==> config.mk <==
export PLATFORM = sky130hd
export DESIGN_NAME = ams_ctrl
export DESIGN_NICKNAME = d
export VERILOG_FILES = /design/src/hw/rtl/accumulator_machine_step_core_defines.svh /design/src/hw/rtl/ams_pkg.sv /design/src/hw/rtl/ams_ctrl.sv
export SDC_FILE = /design/constraint.sdc
export NUM_CORES = 1
export LEC_CHECK = 0
export CAP_MARGIN = 20
export CORE_UTILIZATION = 42
export CTS_CLUSTER_SIZE = 20
export DETAILED_ROUTE_END_ITERATION = 16
export DONT_BUFFER_PORTS = 1
export PLACE_DENSITY_LB_ADDON = 0.3
export SLEW_MARGIN = 5
export SYNTH_ARGS = -nofsm -noshare
export SYNTH_HDL_FRONTEND = slang
export SYNTH_SLANG_ARGS = --single-unit
==> constraint.sdc <==
create_clock -name clk -period 1.7 [get_ports clk]
set_input_delay 0 -clock clk [delete_from_list [all_inputs] [get_ports clk]]
set_output_delay 0 -clock clk [all_outputs]
set_load 0.1 [all_outputs]
==> src/hw/rtl/accumulator_machine_step_core_defines.svh <==
// Assertion macros for the top core, which checks its own logic.
`ifndef ACCUMULATOR_MACHINE_STEP_CORE_DEFINES_SVH
`define ACCUMULATOR_MACHINE_STEP_CORE_DEFINES_SVH

// A consequent that must hold in the same cycle as its trigger.
`define AMS_ASSERT_NOW(label, clk, rst, trig, cond, msg) \
  label: assert property (@(posedge clk) disable iff (rst) (trig) |-> (cond)) \
    else $error(msg);

// A consequent that must hold in the cycle after its trigger.
`define AMS_ASSERT_NEXT(label, clk, rst, trig, cond, msg) \
  label: assert property (@(posedge clk) disable iff (rst) (trig) |=> (cond)) \
    else $error(msg);

`endif

==> src/hw/rtl/ams_pkg.sv <==
`timescale 1ns / 1ps
package ams_pkg;

  localparam int unsigned WordW = 32;
  localparam int unsigned AddrW = 7;
  localparam int unsigned OpcW  = 26;
  localparam int unsigned OprW  = 8;

  typedef enum logic [1:0] {
    REQ_LOAD    = 2'd0,
    REQ_EXEC    = 2'd1,
    REQ_READ    = 2'd2,
    REQ_RESTART = 2'd3
  } req_t;

  typedef enum logic [2:0] {
    ST_OK      = 3'd0,
    ST_HALTED  = 3'd1,
    ST_DIVZERO = 3'd2,
    ST_INVALID = 3'd3,
    ST_STOPPED = 3'd4
  } status_t;

  localparam logic [5:0] OP_READ   = 6'd10;
  localparam logic [5:0] OP_WRITE  = 6'd11;
  localparam logic [5:0] OP_LOAD   = 6'd20;
  localparam logic [5:0] OP_STORE  = 6'd21;
  localparam logic [5:0] OP_ADD    = 6'd30;
  localparam logic [5:0] OP_SUB    = 6'd31;
  localparam logic [5:0] OP_DIV    = 6'd32;
  localparam logic [5:0] OP_MUL    = 6'd33;
  localparam logic [5:0] OP_BR     = 6'd40;
  localparam logic [5:0] OP_BRNEG  = 6'd41;
  localparam logic [5:0] OP_BRZERO = 6'd42;
  localparam logic [5:0] OP_HALT   = 6'd43;

  typedef enum logic [3:0] {
    S_IDLE,
    S_CLEAR,
    S_FETCH,
    S_DECODE,
    S_OPREAD,
    S_OPWAIT,
    S_EXEC,
    S_DIVIDE,
    S_DIVDONE,
    S_DATAREAD,
    S_DATAWAIT,
    S_DONE
  } state_t;

  // Commands from the controller to the datapath.
  typedef struct packed {
    logic capture;     // latch the request fields
    logic clr_step;    // write zero at the sweep address and advance it
    logic rd_pc;       // read memory at the program counter
    logic rd_opr;      // read memory at the operand index
    logic wr_req;      // write the request data at the request address
    logic dec_start;   // begin the divide-by-100 decode
    logic exec;        // apply the instruction to the machine state
    logic div_start;   // begin the accumulator divide
    logic div_done;    // commit the quotient
    logic restart;     // clear accumulator, counter and halt flag
    logic fin_ok;      // finish a request with no instruction
    logic fin_read;    // finish a read request with memory data
  } cmd_t;

  typedef struct packed {
    logic       clr_last;
    logic       stopped;
    logic       dec_busy;
    logic       div_busy;
    logic       is_div;
    logic       req_in_range;
  } sts_t;

endpackage

==> src/hw/rtl/ams_ctrl.sv <==
`timescale 1ns / 1ps
module ams_ctrl (
  input  logic          clk,
  input  logic          rst,
  input  logic          start,
  input  logic [1:0]    req_type,
  input  ams_pkg::sts_t sts,
  output ams_pkg::cmd_t cmd,
  output logic          busy,
  output logic          done
);
  import ams_pkg::*;

  state_t state, state_next;
  logic [1:0] req, req_next;

  always_ff @(posedge clk) begin
    if (rst) begin
      state <= S_CLEAR;
      req   <= REQ_LOAD;
    end else begin
      state <= state_next;
      req   <= req_next;
    end
  end

  always_comb begin
    state_next = state;
    req_next   = req;
    cmd        = '0;
    busy       = 1'b1;
    done       = 1'b0;
    unique case (state)
      S_CLEAR: begin
        cmd.clr_step = 1'b1;
        if (sts.clr_last) state_next = S_IDLE;
      end
      S_IDLE: begin
        busy = 1'b0;
        if (start) begin
          cmd.capture = 1'b1;
          req_next    = req_type;
          state_next  = S_DATAREAD;
        end
      end
      S_DATAREAD: begin
        unique case (req)
          REQ_LOAD: begin
            cmd.wr_req = 1'b1;
            cmd.fin_ok = 1'b1;
            state_next = S_DONE;
          end
          REQ_READ: begin
            state_next = S_DATAWAIT;
          end
          REQ_RESTART: begin
            cmd.restart = 1'b1;
            cmd.fin_ok  = 1'b1;
            state_next  = S_DONE;
          end
          default: begin
            if (sts.stopped) begin
              cmd.fin_ok = 1'b1;
              state_next = S_DONE;
            end else begin
              cmd.rd_pc  = 1'b1;
              state_next = S_FETCH;
            end
          end
        endcase
      end
      S_DATAWAIT: begin
        cmd.fin_read = 1'b1;
        state_next   = S_DONE;
      end
      S_FETCH: begin
        cmd.dec_start = 1'b1;
        state_next    = S_DECODE;
      end
      S_DECODE: begin
        if (!sts.dec_busy) state_next = S_OPREAD;
      end
      S_OPREAD: begin
        cmd.rd_opr = 1'b1;
        state_next = S_OPWAIT;
      end
      S_OPWAIT: begin
        cmd.rd_opr = 1'b1;
        state_next = S_EXEC;
      end
      S_EXEC: begin
        cmd.exec = 1'b1;
        cmd.rd_opr = 1'b1;
        if (sts.is_div) begin
          state_next = S_DIVIDE;
        end else begin
          state_next = S_DONE;
        end
      end
      S_DIVIDE: begin
        cmd.rd_opr    = 1'b1;
        cmd.div_start = 1'b1;
        state_next    = S_DIVDONE;
      end
      S_DIVDONE: begin
        if (!sts.div_busy) begin
          cmd.div_done = 1'b1;
          state_next   = S_DONE;
        end
      end
      S_DONE: begin
        done       = 1'b1;
        state_next = S_IDLE;
      end
      default: state_next = S_IDLE;
    endcase
  end
endmodule

# Word level (Yosys, flattened, before mapping)
# Index checks and enable logic that the tools add are counted.
[totals] latch_bits=0 input_bits=11 output_inout_bits=14 elab_cells=55 regBits=6 romBits=0 mem_count=0 mem_bits_rw=0
[op_classes] magnitude_cmp=0 bitwise_logic=0 muxes=29 n_addsub=0 n_reduce_logical=7 eq_ne=17 n_shift=0 n_div=0 mul=0
[ops] op="case mux 4 bit (11 select lines)" count=1
[ops] op="two-way mux 4 bit" count=6
[ops] op="two-way mux 1 bit" count=19
[ops] op="equality test 4 x 3 -> 1 bit (second input constant)" count=4
[ops] op="equality test 4 bit (second input constant)" count=4
[ops] op="equality test 4 x 2 -> 1 bit (second input constant)" count=2
[ops] op="!= test 2 bit (second input constant)" count=4
[ops] op="case mux 4 bit (2 select lines)" count=1
[ops] op="equality test 2 bit (second input constant)" count=2
[ops] op="equality test 4 x 1 -> 1 bit (second input constant)" count=1
[ops] op="zero test 4 bit" count=1
[ops] op="AND reduction 4 bit" count=1
[ops] op="OR reduction 4 bit" count=1
[ops] op="OR reduction 3 bit" count=1
[ops] op="zero test 2 bit" count=1
[ops] op="two-way mux 2 bit" count=1
[ops] op="case mux 1 bit (2 select lines)" count=1
[ops] op="AND reduction 2 bit" count=1
[ops] op="OR reduction 2 bit" count=1

# Logic depth before layout (Yosys ltp)
# Gate-level depths: netlist (run 1).
[depth] word_depth=4 mapped_depth=6 mapped_depth_nobuf=6

# Worst setup path before layout (run 1)
# OpenSTA, ideal clock, no wires.
[synth_timing] kind="reg-to-output" start="reg state[3]" end="out cmd[0] (netlist name)" slack_ns=-1.028 arrival_time_ns=2.728 path_buffers=2 required_ns=1.700 path_stages_with_launch=5 path_cell_list="dfxtp_1 -> buf_6 -> buf_2 -> nand2_1 -> nor3_1"
[synth_rtl] item="start, declared" line_no="ams_ctrl.sv:14" text="state_t state, state_next;"
[synth_rtl] item="start signal, assigned" line_no="ams_ctrl.sv:22" text="state <= state_next;"
[synth_rtl] item="end, declared" line_no="ams_ctrl.sv:8" text="output ams_pkg::cmd_t cmd,"

==> results of run 1 <==
[layer usage]
metal / part of all wire [%] / track usage [%] / up-vias
li1: - / - / 316
met1: 45 / 25.8 / 280
met2: 48 / 32.8 / 19
met3: 5.3 / 4.55 / 4
met4: 1.8 / 14.7 / 0
met5: 0 / 0 / -
[state kept, by name, summed over array words and instances (netlist names)]
name   cells
state      4
req        2
[worst paths after layout]
check / to / slack, ps / cells past startpoint
setup / recovery: cmd[1] / 100 / 4
hold / removal: state[0] / 40 / 4
setup reg to reg: state[3] / 280 / 5
hold reg to reg: req[1] / 540 / 2
[worst register-to-register path: stages (launching register included)]
cell      delay (ps)
dfxtp_1          540
buf_4            220
nor2_1            50
a311oi_1         240
o22a_1           190
o31ai_1           60
[metrics by stage]
| stage | TNS, ps | hold WS [ps] |
|---|---|---|
| after global routing | 0 | 89.2 |
| after CTS | 0 | 33.3 |
| after global placement | 0 | 66.0 |
| after floorplan | -331 | 64.3 |
| final | 0 | 38.0 |
| after detailed placement | 0 | 67.1 |
[Yosys cell counts (2+ instances only)]
cell type / n
nor2b_1: 3
mux2i_1: 2
a21oi_1: 2
ha_1: 3
nand2b_1: 3
buf_2: 3
nor3_1: 3
nor2_1: 11
o21ai_1: 4
and3_1: 2
nand4b_1: 2
and2_1: 4
nand2_1: 6
inv_1: 3
dfxtp_1: 6
[final cells by class]
type | count | area [µm²]
multi-input cells | 61 | 467
fillers | 97 | 352
repair buffers | 26 | 320
flip-flops and latches | 6 | 123
clock buffers | 3 | 22.5
well taps | 15 | 18.8
inverters | 4 | 15.0
[logic make-up (layout without fill, tap and decap cells)]
logic type	after synthesis	count (layout)	share of synthesized area, %
AND/OR/NAND/NOR	40	40	38.7
AO/OA/AOI/OAI	16	16	23.7
buffers and inverters	9	33	8.11
flip-flops	6	6	20.0
adder cells (fa/ha/maj)	3	3	6.24
multiplexers	2	2	3.33
[report_power, final]
part           total (µW)  internal, µW  switching [µW]  leakage, µW
clock network         128          79.6            48.0    0.0000138
logic                 154          58.8            95.3     0.000338
registers             160           147            12.9    0.0000492
total                 442           285             156     0.000401
[repair_timing]
item | 4_1_cts | 5_1_grt
gates resized for setup | 1 | 1
hold buffers | 5 | 0
hold endpoints to repair | 6 | 0
setup endpoints to repair | 1 | 1
gates cloned | 0 | 0
==> flow_metrics.tcl, run 1 <==
set metrics [dict create \
    status "completed" \
    drive_above_1_share_pct 39.0 \
    fmax_ghz 0.627 \
    fin_cells 115 \
    clk_latency_ps 240 \
    ios 25 \
    synth.top_cell.area_share_pct 20.0 \
    hold_path_class "primary input to flip-flop" \
    drv_cap 0 \
    worstHoldStart "sts[3]" \
    h-tree-depth 1 \
    area_growth_pct 60.5 \
    yosys.cell_types.count 34 \
    clk_path_buf_depth 2 \
    dieWidth_um 39.9 \
    period_minus_slack_ps 1600 \
    overflow 0 \
    die_h_um 39.9 \
    end_kind "primary output" \
    rsz0062_at_grt "no" \
    root_buffer "clkbuf_4" \
    diodes 0 \
    path_cells "buf_4 > and4bb_1 > and3_2 > buf_4" \
    cp.required_ps 1700 \
    yosys_warnings 0 \
    setup_viol 0 \
    first_pass_iters 4 \
    slew_violations 0 \
    grt_max_degree 15 \
    slew_headroom_pct 75.0 \
    worstSetupPathType "flip-flop to primary output" \
    antenna_found_initial 0 \
    rr_startpoint "state[1]" \
    clk_pin_slew_ps 40 \
    ys_ff_latch 6 \
    final_cell_mix "12 x buf_4, 9 x buf_12, 8 x nor2_1" \
    grt_pass1_vias 525 \
    gp_congestion 0.738 \
    num_vias 619 \
    final_nets 116 \
    drtIter0Drc 11 \
    final_util_pct 73.3 \
    drc 0 \
    final_area_um2 966 \
    hold_viol 0 \
    synth_top_area_cell "dfxtp_1" \
    finalCritPeriodShare_pct 93.9 \
    layout_commonest_cell "buf_4" \
    die_area_um2 1590 \
    synth_edf_count 0 \
    cts.sinks 6 \
    dp_hpwl_um 1110 \
    port-buffer-count 0 \
    crit_top_cell "buf_4" \
    vias_per_cell 5.38 \
    critPathLaunch "state[3]" \
    drt-total-wl_um 1390 \
    setup_ws_ps 104 \
    grt_first_pass_wirelength_um 2210 \
    syn_nets 90 \
    grt_usage_pct 21.3 \
    synth-seq-area-share_pct 20.0 \
    wl_per_cell_um 12.1 \
    rows 13 \
    total_power_uw 442 \
    power.leakage_uw 0.000401 \
    syn_area_per_cell_um2 7.92 \
    cts_tree "yes" \
    numCtsBuffers 3 \
    netlist_area_um2 602 \
    coreArea_um2 1320 \
    place_inst 107 \
    yosys-top-cells-area "dfxtp_1 20%, nor2_1 6.9%, ha_1 6.2%" \
    critPathArrivalTime_ps 1600 \
    initial_core_util_pct 45.7 \
    path_max_fanout 10 \
    placed_cell_area_um2 891 \
    power_density_nw_per_um2 457 \
    crit_buf_inv 2 \
    post_cts_buffers 0 \
    cpPeakStageDelay_ps 430 \
    dominantRegCellSynth "dfxtp_1" \
    async_flop_share_pct 0 \
    ant_nets 0 \
    synthCells 76 \
    critPathTopFamily "buffers and inverters" \
    tightest_slew_ps 375 \
    ir_drop_v 0.000418 \
    slowest_stage "dfxtp_2" \
    pre_cts_ws_ps 210 \
    skew_ps 1.29 \
    cp-start-kind "flip-flop" \
]
(Power assumes the default switching activity.)
==> run 2, diff against run 1 <==
--- a/config.mk
+++ b/config.mk
@@ -7,9 +7,11 @@
 export LEC_CHECK = 0
 export CAP_MARGIN = 20
 export CORE_UTILIZATION = 42
+export CTS_BUF_LIST = sky130_fd_sc_hd__clkbuf_2
 export CTS_CLUSTER_SIZE = 20
 export DETAILED_ROUTE_END_ITERATION = 16
 export DONT_BUFFER_PORTS = 1
+export GPL_TIMING_DRIVEN = 0
 export PLACE_DENSITY_LB_ADDON = 0.3
 export SLEW_MARGIN = 5
 export SYNTH_ARGS = -nofsm -noshare
==> run 2 against run 1 <==
Compared with the run above: sequential power is 4% lower; non-clock buffer count is 13 lower; first-iteration DRC count is 27% lower; final area is 15% lower; largest cell class unchanged; critical endpoint is now busy; critical path type unchanged; sequential share of layout area is 2.6 points higher; hold slack better by 47 ps; count of clock-buffer cells in the layout stayed put; setup slack worse by 29 ps; flip-flop and latch count stayed put; largest power group unchanged.
==> flow_metrics.tcl, run 2 (same netlist as run 1, synthesis figures left out) <==
set metrics [dict create \
    critPathTopFamily "simple AND/OR/NAND/NOR gates" \
    die_area_um2 1590 \
    power.leakage_uw 0.000322 \
    multi_input_area_um2 522 \
    cp-start-kind "flip-flop" \
    coreArea_um2 1320 \
    path_max_fanout 10 \
    clk_pin_slew_ps 50 \
    final_area_um2 826 \
    rows 13 \
    diodes 0 \
    grt_first_pass_wirelength_um 2090 \
    placed_cell_area_um2 654 \
    critPathLaunch "state[0]" \
    hold_path_class "primary input to flip-flop" \
    tightest_slew_ps 982 \
    root_buffer "clkbuf_2" \
    grt_usage_pct 20.6 \
    initial_core_util_pct 45.7 \
    ios 25 \
    rr_startpoint "req[0]" \
    final_cell_mix "8 x nor2_1, 5 x buf_4, 5 x nand2_1, 5 x dlygate4sd3_1, 4 x o21ai_1" \
    finalCritPeriodShare_pct 95.6 \
    drc 0 \
    wl_per_cell_um 15.0 \
    antenna_found_initial 0 \
    p_sw_uw 157 \
    slew_headroom_pct 34.4 \
    total_power_uw 398 \
    die_h_um 39.9 \
    slowest_stage "nand2_1" \
    status "completed" \
    slew_violations 0 \
    drive_above_1_share_pct 42.5 \
    hold_viol 0 \
    ir_drop_v 0.000278 \
    largest_register_ffs 4 \
    period_minus_slack_ps 1630 \
    grt_max_degree 11 \
    dieWidth_um 39.9 \
    numCtsBuffers 3 \
    power_density_nw_per_um2 482 \
    overflow 0 \
    critPathArrivalTime_ps 1630 \
    top_regs "state: 4 flops, req: 2 flops" \
    pwr-share-clk_pct 23.7 \
    drv_cap 0 \
    ant_nets 0 \
    h-tree-depth 1 \
    layout_commonest_cell "nor2_1" \
    cts.sinks 6 \
    drt-total-wl_um 1530 \
    skew_ps 0.781 \
    regMostFlops "state" \
    p_comb_share_pct 37.7 \
    worstSetupPathType "flip-flop to primary output" \
    vias_per_cell 5.55 \
    port-buffer-count 0 \
    setup_viol 0 \
    grt_pass1_vias 502 \
    regArea_um2 126 \
    drtIter0Drc 8 \
    fmax_ghz 0.615 \
    crit_buf_inv 1 \
    finalSetupTns_ps 0 \
    area_growth_pct 37.2 \
    num-fill-cells 123 \
    end_kind "primary output" \
    first_pass_iters 3 \
    intPower_uw 241 \
    cpPeakStageDelay_ps 680 \
    timing.hold.ws_ps 84.7 \
    cp.required_ps 1700 \
    clk_path_buf_depth 2 \
    final_nets 103 \
    gp_congestion 0.750 \
    sw_frac_of_total_pct 39.5 \
    dp_hpwl_um 1060 \
    num_vias 566 \
    path_cells "buf_4 > nor2_1 > nand2_1" \
    worstHoldStart "start" \
    cts_tree "yes" \
    seqPwrFrac_pct 38.6 \
    clk_latency_ps 210 \
]
run 2: cell count changes in the layout (fill, tap and decap cells not counted), sizes merged:
cell / delta
inv: -1
buf: -13
clkinvlp: +1
run 2: path summary, 6_finish.rpt:
kind	endpoint	slack, ps	cells after the start
worst min register to register	req[1]	540	2
worst min-delay path	req[0]	80	3
worst max register to register	state[0]	230	6
worst max-delay path	busy	70	3
run 2: routing by layer:
layer	share of wire (%)	vias to the layer above	track usage, %	wire (µm)
met5	0	-	0	0
met1	40	261	22.8	613
met2	54	14	34.8	822
met3	4.9	2	2.84	74
met4	0.92	0	15.5	14
li1	-	289	-	-
run 2: power groups by stage:
stage / sequential (µW) / clock (µW) / combinational (µW)
CTS: 152 / 104 / 147
detailed placement: 155 / 0 / 125
global placement: 155 / 0 / 121
global route: 154 / 111 / 160
finish: 154 / 94.4 / 150
floorplan: 154 / 0 / 112
run 2: timing repair:
item                                    CTS  global route
resized for setup                        21             8
hold buffers                              5             0
hold endpoints to repair                  6             0
buffers inserted                          4             0
endpoints found under the setup margin   12             5
pin swaps                                 1             3
run 2: cell type report:
class / instances / area share, %
buffer: 4 / 5.00
tap: 15 / 2.27
multi-input combinational: 61 / 63.2
sequential: 6 / 15.3
timing repair buffer: 9 / 10.2
inverter: 4 / 2.27
clock buffer: 3 / 1.82
run 2: worst min-delay path, cell delays in order:
cell	delay, ps
nand3_2	100
mux2i_1	90
nor2_1	70
run 2: through the flow:
step	utilization [%]	setup WS [ps]	cells
global route	62.7	-7.52	102
floorplan	-	-211	76
CTS	61.8	-38.6	103
global placement	48.7	-300	91
detailed placement	49.7	-1.30	91
finish	62.7	75.0	102
==> run 3, diff against run 2 <==
--- a/config.mk
+++ b/config.mk
@@ -6,13 +6,16 @@
 export NUM_CORES = 1
 export LEC_CHECK = 0
 export CAP_MARGIN = 20
-export CORE_UTILIZATION = 42
+export CELL_PAD_IN_SITES_DETAIL_PLACEMENT = 1
+export CELL_PAD_IN_SITES_GLOBAL_PLACEMENT = 2
+export CORE_UTILIZATION = 34
 export CTS_BUF_LIST = sky130_fd_sc_hd__clkbuf_2
 export CTS_CLUSTER_SIZE = 20
 export DETAILED_ROUTE_END_ITERATION = 16
 export DONT_BUFFER_PORTS = 1
 export GPL_TIMING_DRIVEN = 0
 export PLACE_DENSITY_LB_ADDON = 0.3
+export RECOVER_POWER = 50
 export SLEW_MARGIN = 5
 export SYNTH_ARGS = -nofsm -noshare
 export SYNTH_HDL_FRONTEND = slang
==> run 3 against run 2 <==
Compared with the run above: count of clock-buffer cells in the layout is the same; clock power grew 6%; non-clock buffer count grew 1; final area grew 2.6%; die area grew 22%; combinational power grew 4%; largest power group is now combinational cells; clock skew shrank 0.54 ps; via count grew 4.4%; setup slack lost 4.1 ps; critical path depth grew 1.
==> flow_metrics.tcl, run 3 (same netlist as run 1, synthesis figures left out) <==
set metrics [dict create \
    worstSetupPathType "flip-flop to primary output" \
    path_max_fanout 5 \
    coreArea_um2 1580 \
    gp_congestion 0.819 \
    area_growth_pct 40.7 \
    tightest_slew_ps 989 \
    setup_viol 0 \
    crit_buf_inv 2 \
    clk_latency_ps 220 \
    hold_path_class "primary input to flip-flop" \
    drv_cap 0 \
    grt_usage_pct 20.1 \
    timing.hold.ws_ps 70.1 \
    diodes 0 \
    drt-total-wl_um 1670 \
    ios 25 \
    ant_nets 0 \
    fmax_ghz 0.614 \
    period_minus_slack_ps 1630 \
    p_sw_uw 167 \
    dieWidth_um 44.1 \
    largest_register_ffs 4 \
    die_h_um 44.1 \
    intPower_uw 242 \
    initial_core_util_pct 38.2 \
    critPathTopFamily "simple AND/OR/NAND/NOR gates" \
    die_area_um2 1940 \
    h-tree-depth 1 \
    final_nets 104 \
    skew_ps 0.241 \
    power.leakage_uw 0.000315 \
    vias_per_cell 5.68 \
    finalCritPeriodShare_pct 95.8 \
    clk_path_buf_depth 2 \
    num_vias 591 \
    pwr-share-clk_pct 24.5 \
    regMostFlops "state" \
    hold_viol 0 \
    top_regs "state: 4 flops, req: 2 flops" \
    port-buffer-count 0 \
    drive_above_1_share_pct 44.3 \
    drtIter0Drc 8 \
    seqPwrFrac_pct 37.4 \
    slowest_stage "nor3_4" \
    wl_per_cell_um 16.1 \
    critPathArrivalTime_ps 1630 \
    first_pass_iters 5 \
    final_cell_mix "8 x nor2_1, 5 x buf_4, 5 x dlygate4sd3_1" \
    rows 14 \
    layout_commonest_cell "nor2_1" \
    end_kind "primary output" \
    cts.sinks 6 \
    status "completed" \
    rsz0062_at_grt "no" \
    cp-start-kind "flip-flop" \
    grt_pass1_vias 608 \
    overflow 0 \
    slew_violations 0 \
    path_cells "buf_6 > buf_8 > nand2_2 > nor3_4" \
    sw_frac_of_total_pct 40.7 \
    cts_tree "yes" \
    dp_hpwl_um 1150 \
    root_buffer "clkbuf_2" \
    final_util_pct 53.7 \
    grt_first_pass_wirelength_um 2850 \
    cp.required_ps 1700 \
    power_density_nw_per_um2 483 \
    cpPeakStageDelay_ps 760 \
    grt_max_degree 11 \
    p_comb_share_pct 38.1 \
    ir_drop_v 0.000399 \
    numCtsBuffers 3 \
    slew_headroom_pct 33.8 \
    drc 0 \
    antenna_found_initial 0 \
    clk_pin_slew_ps 60 \
]
run 3: cell types whose count changed in the layout (fill, tap and decap cells not counted), sizes merged:
cell / change
clkbuf: +1
run 3: worst register-to-register path, stage by stage (launching register included):
cell and delay [ps]:
dfxtp_1 310, buf_6 120, buf_4 130, buf_4 130, nor2b_4 120, a22oi_2 180, o221ai_4 170, a2111oi_4 340
run 3: power groups by stage:
stage / clock (µW) / combinational [µW] / sequential, µW
after floorplan: 0 / 112 / 154
after global placement: 0 / 123 / 156
after detailed placement: 0 / 127 / 156
after CTS: 103 / 150 / 154
after global routing: 116 / 168 / 154
final: 100 / 156 / 153
run 3: per-stage QoR:
step	area, µm²	instances	setup TNS (ps)	power [µW]	worst slack, ps
floorplan	623	76	-331	266	-211
global placement	643	92	-472	279	-300
detailed placement	656	92	-29.9	283	-24.5
CTS	813	104	0	407	5.68
global route	847	104	0	437	0.180
finish	847	104	0	409	70.9
run 3: per-layer routing:
layer  vias to the layer above  wire length (µm)  GRT usage (%)  part of all wire (%)
li1                        300                 -              -                     -
met3                         0                52           5.31                   3.1
met4                         0                 0           6.67                     0
met1                       278               789           27.4                    47
met5                         -                 0              0                     0
met2                        13               829           30.9                    50
run 3: final timing paths:
path | endpoint | startpoint | slack, ps | depth (start not counted)
hold reg to reg | req[1] | req[1] | 540 | 2
hold / removal | state[0] | sts[3] | 70 | 4
setup reg to reg | state[2] | state[3] | 100 | 7
setup / recovery | cmd[0] | state[3] | 70 | 4
run 3: cell type report:
cell class / instances / area [µm²]
sequential: 6 / 126
multi-input combinational: 61 / 531
timing repair buffer: 9 / 80.1
buffer: 5 / 56.3
clock buffer: 3 / 15.0
inverter: 4 / 18.8
fill: 185 / 729
tap: 16 / 20.0
run 3: repair_timing:
item,CTS,global route
pin swaps,2,3
hold endpoints to repair,6,0
gates resized for setup,21,8
hold buffers,5,0
buffers inserted,4,0
endpoints found under the setup margin,12,8
